==> config.mk <==
export PLATFORM = sky130hd
export DESIGN_NAME = distance_sensor_frame_monitor_flat
export DESIGN_NICKNAME = d
export VERILOG_FILES = /design/src/design/dsfm_pkg.sv /design/src/design/dsfm_in_if.sv /design/src/design/dsfm_out_if.sv /design/src/design/dsfm_cfg_if.sv /design/src/design/dsfm_frame_parser.sv /design/src/design/dsfm_presence.sv /design/src/design/distance_sensor_frame_monitor.sv /design/src/flat_wrapper.sv
export SDC_FILE = /design/constraint.sdc
export NUM_CORES = 1
export LEC_CHECK = 0
export ABC_AREA = 1
export BUFFER_PORTS_ARGS = -buffer_cell sky130_fd_sc_hd__buf_2
export CAP_MARGIN = 10
export CORE_ASPECT_RATIO = 0.6
export CORE_UTILIZATION = 54
export DETAILED_ROUTE_END_ITERATION = 12
export GPL_ROUTABILITY_DRIVEN = 0
export PLACE_DENSITY_LB_ADDON = 0.12
export SKIP_LAST_GASP = 1
export SYNTH_ARGS = -nofsm -noshare
export SYNTH_HDL_FRONTEND = slang
export SYNTH_SLANG_ARGS = --single-unit
==> constraint.sdc <==
create_clock -name clk -period 11.85 [get_ports clk]
set_clock_uncertainty 0.05 [all_clocks]
set_input_delay 0.5925 -clock clk [delete_from_list [all_inputs] [get_ports clk]]
set_output_delay 0.5925 -clock clk [all_outputs]
set_load 0.02 [all_outputs]
==> src/design/dsfm_pkg.sv <==
`timescale 1ns / 1ps
// ----------------------------------------------------------------------------
// dsfm_pkg
// Shared types and codes for the distance sensor frame monitor.
// ----------------------------------------------------------------------------
package dsfm_pkg;

  // Event codes carried in the mode field
  localparam logic [1:0] MODE_TICK  = 2'd0;
  localparam logic [1:0] MODE_BYTE  = 2'd1;
  localparam logic [1:0] MODE_END   = 2'd2;
  localparam logic [1:0] MODE_RESET = 2'd3;

  // Sensor health codes
  localparam logic [1:0] HEALTH_OK      = 2'd0;
  localparam logic [1:0] HEALTH_FAILING = 2'd1;
  localparam logic [1:0] HEALTH_DEAD    = 2'd2;

  // Configuration register indexes
  localparam logic [1:0] REG_FAIL_LIMIT = 2'd0;
  localparam logic [1:0] REG_NEAR_THR   = 2'd1;
  localparam logic [1:0] REG_HOLD_TICKS = 2'd2;
  localparam logic [1:0] REG_RETRY      = 2'd3;

  localparam int unsigned CM_W       = 13;

  localparam logic [7:0]  SYNC_BYTE = 8'hFF;
  localparam logic [15:0] MIN_MM    = 16'd10;
  localparam logic [16:0] ROUND_MM  = 17'd5;
  // floor(x / 10) == (x * 52429) >> 19 for all x below 2^17
  localparam logic [15:0] RECIP_10  = 16'd52429;
  localparam int unsigned RECIP_SH  = 19;
  localparam logic [15:0] TICK_MAX  = 16'hFFFF;
  localparam logic [7:0]  FAIL_MAX  = 8'hFF;

  // Latched frame as seen by the presence logic
  typedef struct packed {
    logic            found;
    logic            dist_ok;   // distance at least MIN_MM
    logic [CM_W-1:0] cm;
  } frame_t;

  // One result beat
  typedef struct packed {
    logic            answered;
    logic            near;
    logic            distance_valid;
    logic [CM_W-1:0] distance_cm;
    logic [1:0]      health;
    logic            retry_due;
  } result_t;

endpackage

==> src/design/dsfm_in_if.sv <==
`timescale 1ns / 1ps
// ----------------------------------------------------------------------------
// dsfm_in_if
// Event channel: valid/ready with mode and received byte.
// ----------------------------------------------------------------------------
interface dsfm_in_if;
  logic       valid;
  logic       ready;
  logic [1:0] mode;
  logic [7:0] rx_byte;

  modport source (output valid, output mode, output rx_byte, input ready);
  modport sink   (input valid, input mode, input rx_byte, output ready);
endinterface

==> src/design/dsfm_out_if.sv <==
`timescale 1ns / 1ps
// ----------------------------------------------------------------------------
// dsfm_out_if
// Result channel: valid/ready with the monitor's report fields.
// ----------------------------------------------------------------------------
interface dsfm_out_if;
  logic        valid;
  logic        ready;
  logic        answered;
  logic        near;
  logic        distance_valid;
  logic [12:0] distance_cm;
  logic [1:0]  health;
  logic        retry_due;

  modport source (output valid, output answered, output near, output distance_valid,
                  output distance_cm, output health, output retry_due, input ready);
  modport sink   (input valid, input answered, input near, input distance_valid,
                  input distance_cm, input health, input retry_due, output ready);
endinterface

==> src/design/dsfm_cfg_if.sv <==
`timescale 1ns / 1ps
// ----------------------------------------------------------------------------
// dsfm_cfg_if
// Configuration write channel: valid/ready with register index and data.
// ----------------------------------------------------------------------------
interface dsfm_cfg_if;
  logic        valid;
  logic        ready;
  logic [1:0]  index;
  logic [15:0] data;

  modport source (output valid, output index, output data, input ready);
  modport sink   (input valid, input index, input data, output ready);
endinterface

==> src/design/dsfm_frame_parser.sv <==
`timescale 1ns / 1ps
// ----------------------------------------------------------------------------
// dsfm_frame_parser
// Sliding 0xFF/high/low/sum frame check over the first bytes of a window.
// ----------------------------------------------------------------------------
module dsfm_frame_parser
  import dsfm_pkg::*;
#(
  parameter int unsigned WINDOW_BYTES = 16
) (
  input  logic       clk,
  input  logic       rst_n,
  input  logic       step,
  input  logic [1:0] mode,
  input  logic [7:0] rx_byte,
  output frame_t     frame
);

  localparam int unsigned CNT_W = $clog2(WINDOW_BYTES + 1);
  localparam logic [CNT_W-1:0] CNT_LAST  = CNT_W'(WINDOW_BYTES);
  localparam logic [CNT_W-1:0] CNT_THIRD = CNT_W'(3);

  logic [7:0]       b0_r, b1_r, b2_r;
  logic [CNT_W-1:0] count_r;
  logic             found_r;
  logic             dist_ok_r;
  logic [CM_W-1:0]  cm_r;

  logic [15:0] mm;
  logic [16:0] mm_rnd;
  logic [32:0] prod;
  logic [7:0]  sum;
  logic        take;
  logic        hit;

  assign mm     = {b1_r, b2_r};
  assign mm_rnd = {1'b0, mm} + ROUND_MM;
  assign prod   = 33'(mm_rnd) * 33'(RECIP_10);
  assign sum    = SYNC_BYTE + b1_r + b2_r;
  assign take   = step && (mode == MODE_BYTE) && (count_r < CNT_LAST);
  assign hit    = !found_r && (count_r >= CNT_THIRD) && (b0_r == SYNC_BYTE) &&
                  (sum == rx_byte);

  always_ff @(posedge clk) begin
    if (!rst_n) begin
      b0_r    <= '0;
      b1_r    <= '0;
      b2_r    <= '0;
      count_r <= '0;
      found_r <= 1'b0;
    end else if (step && (mode == MODE_END)) begin
      // drop the window
      b0_r    <= '0;
      b1_r    <= '0;
      b2_r    <= '0;
      count_r <= '0;
      found_r <= 1'b0;
    end else if (take) begin
      b0_r    <= b1_r;
      b1_r    <= b2_r;
      b2_r    <= rx_byte;
      count_r <= count_r + 1'b1;
      if (hit) begin
        found_r <= 1'b1;
      end
    end
  end

  // latched distance, converted to centimetres at latch time
  always_ff @(posedge clk) begin
    if (take && hit) begin
      dist_ok_r <= (mm >= MIN_MM);
      cm_r      <= prod[RECIP_SH +: CM_W];
    end
  end

  assign frame.found   = found_r;
  assign frame.dist_ok = dist_ok_r;
  assign frame.cm      = cm_r;

endmodule

==> src/design/dsfm_presence.sv <==
`timescale 1ns / 1ps
// ----------------------------------------------------------------------------
// dsfm_presence
// Health, hold and dead-time state; forms the result for each event.
// ----------------------------------------------------------------------------
module dsfm_presence
  import dsfm_pkg::*;
(
  input  logic            clk,
  input  logic            rst_n,
  input  logic            step,
  input  logic [1:0]      mode,
  input  frame_t          frame,
  input  logic [7:0]      fail_limit,
  input  logic [CM_W-1:0] near_thr,
  input  logic [15:0]     hold_ticks,
  input  logic [15:0]     retry_ticks,
  output result_t         result
);

  logic [7:0]  fail_cnt_r, fail_cnt_nxt;
  logic [1:0]  health_r, health_nxt;
  logic        holding_r, holding_nxt;
  logic [15:0] hold_el_r, hold_el_nxt;
  logic [15:0] dead_el_r, dead_el_nxt;
  logic [7:0]  fail_inc;

  assign fail_inc = (fail_cnt_r < FAIL_MAX) ? fail_cnt_r + 1'b1 : fail_cnt_r;

  always_comb begin
    fail_cnt_nxt = fail_cnt_r;
    health_nxt   = health_r;
    holding_nxt  = holding_r;
    hold_el_nxt  = hold_el_r;
    dead_el_nxt  = dead_el_r;
    result       = '0;
    case (mode)
      MODE_TICK: begin
        if (holding_r && hold_el_r < TICK_MAX) begin
          hold_el_nxt = hold_el_r + 1'b1;
        end
        if (health_r == HEALTH_DEAD && dead_el_r < TICK_MAX) begin
          dead_el_nxt = dead_el_r + 1'b1;
        end
      end
      MODE_END: begin
        result.answered = 1'b1;
        if (health_r == HEALTH_DEAD) begin
          holding_nxt = 1'b0;
        end else if (holding_r && hold_el_r < hold_ticks) begin
          result.near = 1'b1;
        end else begin
          holding_nxt = 1'b0;
          if (!frame.found) begin
            fail_cnt_nxt = fail_inc;
            if (fail_inc >= fail_limit) begin
              // entering dead from a live state
              dead_el_nxt = '0;
              health_nxt  = HEALTH_DEAD;
            end else begin
              health_nxt = HEALTH_FAILING;
            end
          end else begin
            fail_cnt_nxt = '0;
            health_nxt   = HEALTH_OK;
            if (frame.dist_ok) begin
              result.distance_valid = 1'b1;
              result.distance_cm    = frame.cm;
              if (frame.cm < near_thr) begin
                hold_el_nxt = '0;
                holding_nxt = 1'b1;
                result.near = 1'b1;
              end
            end
          end
        end
      end
      MODE_RESET: begin
        fail_cnt_nxt = '0;
        health_nxt   = HEALTH_OK;
        dead_el_nxt  = '0;
        holding_nxt  = 1'b0;
      end
      default: begin
      end
    endcase
    result.health    = health_nxt;
    result.retry_due = (health_nxt == HEALTH_DEAD) && (retry_ticks != '0) &&
                       (dead_el_nxt >= retry_ticks);
  end

  always_ff @(posedge clk) begin
    if (!rst_n) begin
      fail_cnt_r <= '0;
      health_r   <= HEALTH_OK;
      holding_r  <= 1'b0;
      hold_el_r  <= '0;
      dead_el_r  <= '0;
    end else if (step) begin
      fail_cnt_r <= fail_cnt_nxt;
      health_r   <= health_nxt;
      holding_r  <= holding_nxt;
      hold_el_r  <= hold_el_nxt;
      dead_el_r  <= dead_el_nxt;
    end
  end

endmodule

==> src/design/distance_sensor_frame_monitor.sv <==
`timescale 1ns / 1ps
// ----------------------------------------------------------------------------
// distance_sensor_frame_monitor
// Parses ultrasonic sensor frames per window and reports presence and health.
// ----------------------------------------------------------------------------
// Usage:
//   in_bus  : one event per beat - tick, received byte, window end or health
//             reset (mode), with the byte in rx_byte.
//   out_bus : exactly one result beat per event; answered marks window ends.
//   cfg_bus : register writes (fail limit, near threshold, hold ticks, retry
//             ticks), always ready; write only while the block is idle.
// Flow: an accepted event is captured in the input register, handled from
//   there into the result register and presented on out_bus.
// Throughput: one event per cycle unless out_bus stalls, set by the single
//   registered parser and presence update between input and result registers.
// Stall: while out_bus is held off the result register keeps its beat; the
//   input register still takes one more event, after which in_bus.ready
//   falls until the result is taken.
// Reset: rst_n (synchronous, active low) empties both registers, clears the
//   window, health to ok, hold and dead timers to zero and loads the
//   register defaults 3, 100, 1000 and 5000.
// ----------------------------------------------------------------------------
module distance_sensor_frame_monitor
  import dsfm_pkg::*;
#(
  parameter int unsigned WINDOW_BYTES = 16
) (
  input  logic        clk,
  input  logic        rst_n,
  dsfm_in_if.sink     in_bus,
  dsfm_out_if.source  out_bus,
  dsfm_cfg_if.sink    cfg_bus
);

  // configuration registers
  logic [7:0]      fail_limit_r;
  logic [CM_W-1:0] near_thr_r;
  logic [15:0]     hold_ticks_r;
  logic [15:0]     retry_ticks_r;

  // input register
  logic       in_v_r;
  logic [1:0] in_mode_r;
  logic [7:0] in_byte_r;

  // result register
  logic    out_v_r;
  result_t res_r;

  logic    adv;    // result register free for a new beat
  logic    step;   // the held event is processed this cycle
  frame_t  frame;
  result_t res_nxt;

  assign adv  = !out_v_r || out_bus.ready;
  assign step = in_v_r && adv;

  assign in_bus.ready  = !in_v_r || adv;
  assign cfg_bus.ready = 1'b1;

  // Configuration writes: truncate the data to each register's width
  always_ff @(posedge clk) begin
    if (!rst_n) begin
      fail_limit_r  <= 8'd3;
      near_thr_r    <= 13'd100;
      hold_ticks_r  <= 16'd1000;
      retry_ticks_r <= 16'd5000;
    end else if (cfg_bus.valid) begin
      unique case (cfg_bus.index)
        REG_FAIL_LIMIT: fail_limit_r  <= cfg_bus.data[7:0];
        REG_NEAR_THR:   near_thr_r    <= cfg_bus.data[CM_W-1:0];
        REG_HOLD_TICKS: hold_ticks_r  <= cfg_bus.data;
        REG_RETRY:      retry_ticks_r <= cfg_bus.data;
        default: begin
        end
      endcase
    end
  end

  // Input register: load on every accepted beat, empty once processed
  always_ff @(posedge clk) begin
    if (!rst_n) begin
      in_v_r <= 1'b0;
    end else if (in_bus.valid && in_bus.ready) begin
      in_v_r <= 1'b1;
    end else if (step) begin
      in_v_r <= 1'b0;
    end
  end

  always_ff @(posedge clk) begin
    if (in_bus.valid && in_bus.ready) begin
      in_mode_r <= in_bus.mode;
      in_byte_r <= in_bus.rx_byte;
    end
  end

  dsfm_frame_parser #(
    .WINDOW_BYTES (WINDOW_BYTES)
  ) u_parser (
    .clk     (clk),
    .rst_n   (rst_n),
    .step    (step),
    .mode    (in_mode_r),
    .rx_byte (in_byte_r),
    .frame   (frame)
  );

  dsfm_presence u_presence (
    .clk         (clk),
    .rst_n       (rst_n),
    .step        (step),
    .mode        (in_mode_r),
    .frame       (frame),
    .fail_limit  (fail_limit_r),
    .near_thr    (near_thr_r),
    .hold_ticks  (hold_ticks_r),
    .retry_ticks (retry_ticks_r),
    .result      (res_nxt)
  );

  // Result register: advance on a processed event, hold while stalled
  always_ff @(posedge clk) begin
    if (!rst_n) begin
      out_v_r <= 1'b0;
    end else if (adv) begin
      out_v_r <= step;
    end
  end

  always_ff @(posedge clk) begin
    if (step) begin
      res_r <= res_nxt;
    end
  end

  assign out_bus.valid          = out_v_r;
  assign out_bus.answered       = res_r.answered;
  assign out_bus.near           = res_r.near;
  assign out_bus.distance_valid = res_r.distance_valid;
  assign out_bus.distance_cm    = res_r.distance_cm;
  assign out_bus.health         = res_r.health;
  assign out_bus.retry_due      = res_r.retry_due;

`ifndef SYNTHESIS
  // Only window ends report presence or a distance
  a_answer_only: assert property (@(posedge clk) disable iff (!rst_n)
    out_v_r && !res_r.answered |-> !res_r.near && !res_r.distance_valid)
    else $error("presence reported on a non window-end beat");

  // No distance without a valid reading
  a_cm_zero: assert property (@(posedge clk) disable iff (!rst_n)
    out_v_r && !res_r.distance_valid |-> res_r.distance_cm == '0)
    else $error("distance driven without a valid reading");

  // Retry only ever flagged while dead
  a_retry_dead: assert property (@(posedge clk) disable iff (!rst_n)
    out_v_r && res_r.retry_due |-> res_r.health == HEALTH_DEAD)
    else $error("retry due outside dead state");

  // A held event is not lost while the result side is stalled
  a_in_hold: assert property (@(posedge clk) disable iff (!rst_n)
    in_v_r && !adv |=> in_v_r && $stable(in_mode_r) && $stable(in_byte_r))
    else $error("held event changed under stall");
`endif

endmodule

==> src/flat_wrapper.sv <==
// flat-port wrapper written by rule: the top's interface ports become plain ports
module distance_sensor_frame_monitor_flat import dsfm_pkg::*;
#(
  parameter int unsigned WINDOW_BYTES = 16
)
  (clk, rst_n, in_bus_valid, in_bus_mode, in_bus_rx_byte, in_bus_ready, out_bus_valid, out_bus_answered, out_bus_near, out_bus_distance_valid, out_bus_distance_cm, out_bus_health, out_bus_retry_due, out_bus_ready, cfg_bus_valid, cfg_bus_index, cfg_bus_data, cfg_bus_ready);
  dsfm_in_if in_bus_i ();
  dsfm_out_if out_bus_i ();
  dsfm_cfg_if cfg_bus_i ();
  input  logic clk;
  input  logic rst_n;
  input wire logic [$bits(in_bus_i.valid)-1:0] in_bus_valid;
  input wire logic [$bits(in_bus_i.mode)-1:0] in_bus_mode;
  input wire logic [$bits(in_bus_i.rx_byte)-1:0] in_bus_rx_byte;
  output wire logic [$bits(in_bus_i.ready)-1:0] in_bus_ready;
  output wire logic [$bits(out_bus_i.valid)-1:0] out_bus_valid;
  output wire logic [$bits(out_bus_i.answered)-1:0] out_bus_answered;
  output wire logic [$bits(out_bus_i.near)-1:0] out_bus_near;
  output wire logic [$bits(out_bus_i.distance_valid)-1:0] out_bus_distance_valid;
  output wire logic [$bits(out_bus_i.distance_cm)-1:0] out_bus_distance_cm;
  output wire logic [$bits(out_bus_i.health)-1:0] out_bus_health;
  output wire logic [$bits(out_bus_i.retry_due)-1:0] out_bus_retry_due;
  input wire logic [$bits(out_bus_i.ready)-1:0] out_bus_ready;
  input wire logic [$bits(cfg_bus_i.valid)-1:0] cfg_bus_valid;
  input wire logic [$bits(cfg_bus_i.index)-1:0] cfg_bus_index;
  input wire logic [$bits(cfg_bus_i.data)-1:0] cfg_bus_data;
  output wire logic [$bits(cfg_bus_i.ready)-1:0] cfg_bus_ready;
  assign in_bus_i.valid = in_bus_valid;
  assign in_bus_i.mode = in_bus_mode;
  assign in_bus_i.rx_byte = in_bus_rx_byte;
  assign in_bus_ready = in_bus_i.ready;
  assign out_bus_valid = out_bus_i.valid;
  assign out_bus_answered = out_bus_i.answered;
  assign out_bus_near = out_bus_i.near;
  assign out_bus_distance_valid = out_bus_i.distance_valid;
  assign out_bus_distance_cm = out_bus_i.distance_cm;
  assign out_bus_health = out_bus_i.health;
  assign out_bus_retry_due = out_bus_i.retry_due;
  assign out_bus_i.ready = out_bus_ready;
  assign cfg_bus_i.valid = cfg_bus_valid;
  assign cfg_bus_i.index = cfg_bus_index;
  assign cfg_bus_i.data = cfg_bus_data;
  assign cfg_bus_ready = cfg_bus_i.ready;
  distance_sensor_frame_monitor #(.WINDOW_BYTES(WINDOW_BYTES)) u_core (.clk(clk), .rst_n(rst_n), .in_bus(in_bus_i), .out_bus(out_bus_i), .cfg_bus(cfg_bus_i));
endmodule
==> impl_metrics.tcl <==
set metrics [dict create \
    critPathMaxStageDelay_ps 550 \
    grt_max_degree 51 \
    die-area_um2 28100 \
    cts.clk_slew.worst_paths_ps 70 \
    power_frac_seq 0.343 \
    ys_warn_count 0 \
    grt-ovfl-total 0 \
    hold_class "input pin to register" \
    drt-met1-wl_um 21100 \
    path_max_fanout 10 \
    drt_iter0_markers 1049 \
    worstPathRequired_ps 12000 \
    grt_pass1_vias 11600 \
    cts_resized 0 \
    n_antenna_cell 0 \
    met3_length_um 3510 \
    worst_pin_slew_ps 1040 \
    drive_above_1_share 0.0623 \
    cts_tree "done" \
    antenna_found_initial 0 \
    max_slew_margin 0.304 \
    top_layer_used "met5" \
    synthArstFlopShare 0 \
    clk_latency_ps 440 \
    root_buffer "clkbuf_16" \
    post-route-min-period_ps 6920 \
    synth_top_family_by_area "adder cells" \
    combPwrFrac 0.351 \
    synth_cells 1907 \
    p_sw_mw 0.710 \
    start_util 0.555 \
    p_per_area_nw_per_um2 117 \
    leakage_nw 8.12 \
    netlist.area_leader.share 0.173 \
    syn_nets 2222 \
    synth_compound_area_frac 0.124 \
    core.rowCount 46 \
    clkPwrFrac 0.307 \
    coreArea_um2 26700 \
    cp_data_arrival_time_ps 7070 \
    ys.flop_type "dfxtp_1" \
    synth-adder-area-share 0.282 \
    die_w_um 216 \
    cts_buffers 17 \
    synth_cell_types 53 \
    total_power_mw 1.87 \
    hpwl_um 31900 \
    die_y_um 130 \
    nets 2259 \
    hold_viol_final 0 \
    final-setup-viol-count 0 \
    ys_seq_area_frac 0.260 \
    grt_usage 0.288 \
    fin_setup_tns_ps 0 \
    final_max_slew_viol_count 0 \
    drcViolationCount 0 \
    postCtsSetupBuffers 0 \
    fin_util 0.599 \
    worstSetupStartpointType "register" \
    synth_seq_cells 171 \
    synth_area_um2 14800 \
    crit_type "register to register" \
    wirelength_um 39600 \
    sw_frac_of_total 0.379 \
    vias 12600 \
    status "finished clean" \
    ctsHoldBuffers 0 \
    firstDrtPassIters 5 \
    slowest_stage "fa_1" \
    synthMuxAreaShare 0.000675 \
    cts_sinks 171 \
    fmax_mhz 145 \
    io_buffer_count 53 \
    fin_crit_sh 0.584 \
    wl_met2_um 14600 \
    synth_area_per_cell_um2 7.77 \
    ys_top_cells_by_area "dfxtp_1 17%, ha_1 16%, fa_1 12%" \
    synthSimpleGateAreaFrac 0.177 \
    synth_edf_count 43 \
    cts_buffer_depth 2 \
    viasPerCell 5.46 \
    synth.largest_area_cell "dfxtp_1" \
    synth_xor_area_frac 0.0377 \
    cp-end-kind "register" \
    wl_per_cell_um 17.1 \
    ant_nets 0 \
    peakVddDrop_uv 87.7 \
    maxCapViolations 0 \
    pin_count 55 \
    intPower_mw 1.16 \
    cts_max_level 4 \
    grt_setup_unrepaired "false" \
    syn_to_final_growth_pct 7.94 \
    grt_pass1_wl_um 62700 \
]
[logic make-up after synthesis]
kind of cell               Yosys count
and+or+nand+nor                    597
buffers and inverters              458
AOI/OAI and AO/OA                  334
adders and majority gates          282
DFF                                171
xor gates and xnor gates            63
other                                1
muxes                                1
[layout by cell type (no fill, tap or decap), types with 2 or more instances in the layout]
cell        synthesis  layout
xnor2_1            16      16
buf_2              11      53
o21ai_0           108     108
a21o_1              8       8
clkbuf_16           0      17
nor3b_1             2       2
bufinv_16           0       2
nor3_2              5       5
o21ai_1             2       2
inv_6               0       5
a221oi_1            3       3
a211oi_1           10      10
clkbuf_1           29       2
inv_1             406     406
nand2_2             4       4
xor2_1             46      46
o21a_1              2       2
o21bai_1            5       5
nor2_1            146     145
nor3_1             20      20
dfxtp_1           128     128
clkinvlp_4          0       2
edfxtp_1           43      43
nand4_1            32      32
ha_1              195     195
a31oi_1             7       7
and3_1              2       2
nor2_2              2       3
nand3_2             2       2
inv_2               8       8
fa_1               87      87
o211ai_1           17      17
nand2_1           247     247
nor4_1             12      12
clkinv_4            0       3
buf_4               1       9
nand3_1           118     118
a21oi_1           162     162
[per-layer routing]
layer  vias to the layer above  GRT usage
met5                         -     0.0233
met2                       467      0.380
met3                        24     0.0718
met4                         2     0.0501
met1                      5888      0.460
li1                       6268          -
[power groups by stage]
stage	Combinational, mW	Clock (mW)	Sequential, mW
4_1_cts	0.645	0.583	0.642
5_1_grt	0.740	0.606	0.645
2_1_floorplan	0.468	0	0.653
3_5_place_dp	0.643	0	0.655
6_report	0.657	0.575	0.642
3_3_place_gp	0.631	0	0.654
[registers in the layout, indices dropped and copies added (netlist names), 2 cells and up]
signal,cells
u_core.out_bus.distance_cm,13
u_core.u_presence.fail_cnt_r,8
u_core.u_parser.count_r,5
u_core.u_parser.cm_r,13
u_core.u_parser.b2_r,8
u_core.in_byte_r,8
u_core.u_parser.b1_r,8
u_core.u_parser.b0_r,8
u_core.near_thr_r,13
u_core.u_presence.health_r,2
u_core.fail_limit_r,8
u_core.in_mode_r,2
u_core.out_bus.health,2
u_core.u_presence.dead_el_r,16
u_core.hold_ticks_r,16
u_core.u_presence.hold_el_r,16
u_core.retry_ticks_r,16
[path summary, 6_finish.rpt]
kind / slack (ps) / end / from / cells past startpoint
max: 4930 / u_core.u_parser.cm_r[7] / u_core.u_parser.b2_r[0] / 27
min: 270 / u_core.in_byte_r[0] / in_bus_rx_byte[0] / 1
max reg2reg: 4930 / u_core.u_parser.cm_r[7] / u_core.u_parser.b2_r[0] / 27
min reg2reg: 420 / u_core.fail_limit_r[5] / u_core.fail_limit_r[5] / 2
[synthesized netlist by cell type (all sizes together) (5+ instances only)]
master / instances
inv: 414
nand2: 252
ha: 195
a21oi: 163
nor2: 149
dfxtp: 128
nand3: 120
o21ai: 111
fa: 87
xor2: 47
edfxtp: 43
nand4: 32
clkbuf: 29
nor3: 26
o211ai: 18
xnor2: 16
buf: 15
nor4: 12
a211oi: 10
a21o: 8
a31oi: 7
o21bai: 5
[critical path, delay by kind of cell, from the launching register on]
kind / cells / cell delay, ps
fa+ha+maj: 7 / 3050
flops: 1 / 390
simple gates: 12 / 1740
compound gates: 2 / 470
xor+xnor: 1 / 440
buf+inv: 5 / 510
[metrics by stage]
step / cell area (um2) / worst slack, ps / std cells / hold WS, ps
2_1_floorplan: 14800 / 5760 / 1907 / 383
3_3_place_gp: 15400 / 5210 / 2285 / 400
3_5_place_dp: 15400 / 5020 / 2285 / 407
4_1_cts: 16000 / 5020 / 2317 / 251
5_1_grt: 16000 / 4530 / 2317 / 253
6_report: 16000 / 4930 / 2317 / 268
[cell type report]
| type | instances | area [um2] |
|---|---|---|
| multi-input combinational | 1278 | 9220 |
| tap | 360 | 450 |
| sequential | 171 | 3850 |
| timing repair buffer | 62 | 333 |
| inverter | 414 | 1550 |
| fill | 2469 | 10700 |
| clock inverter | 13 | 156 |
| clock buffer | 19 | 433 |
Note: power is estimated with default switching activity, not from simulation.
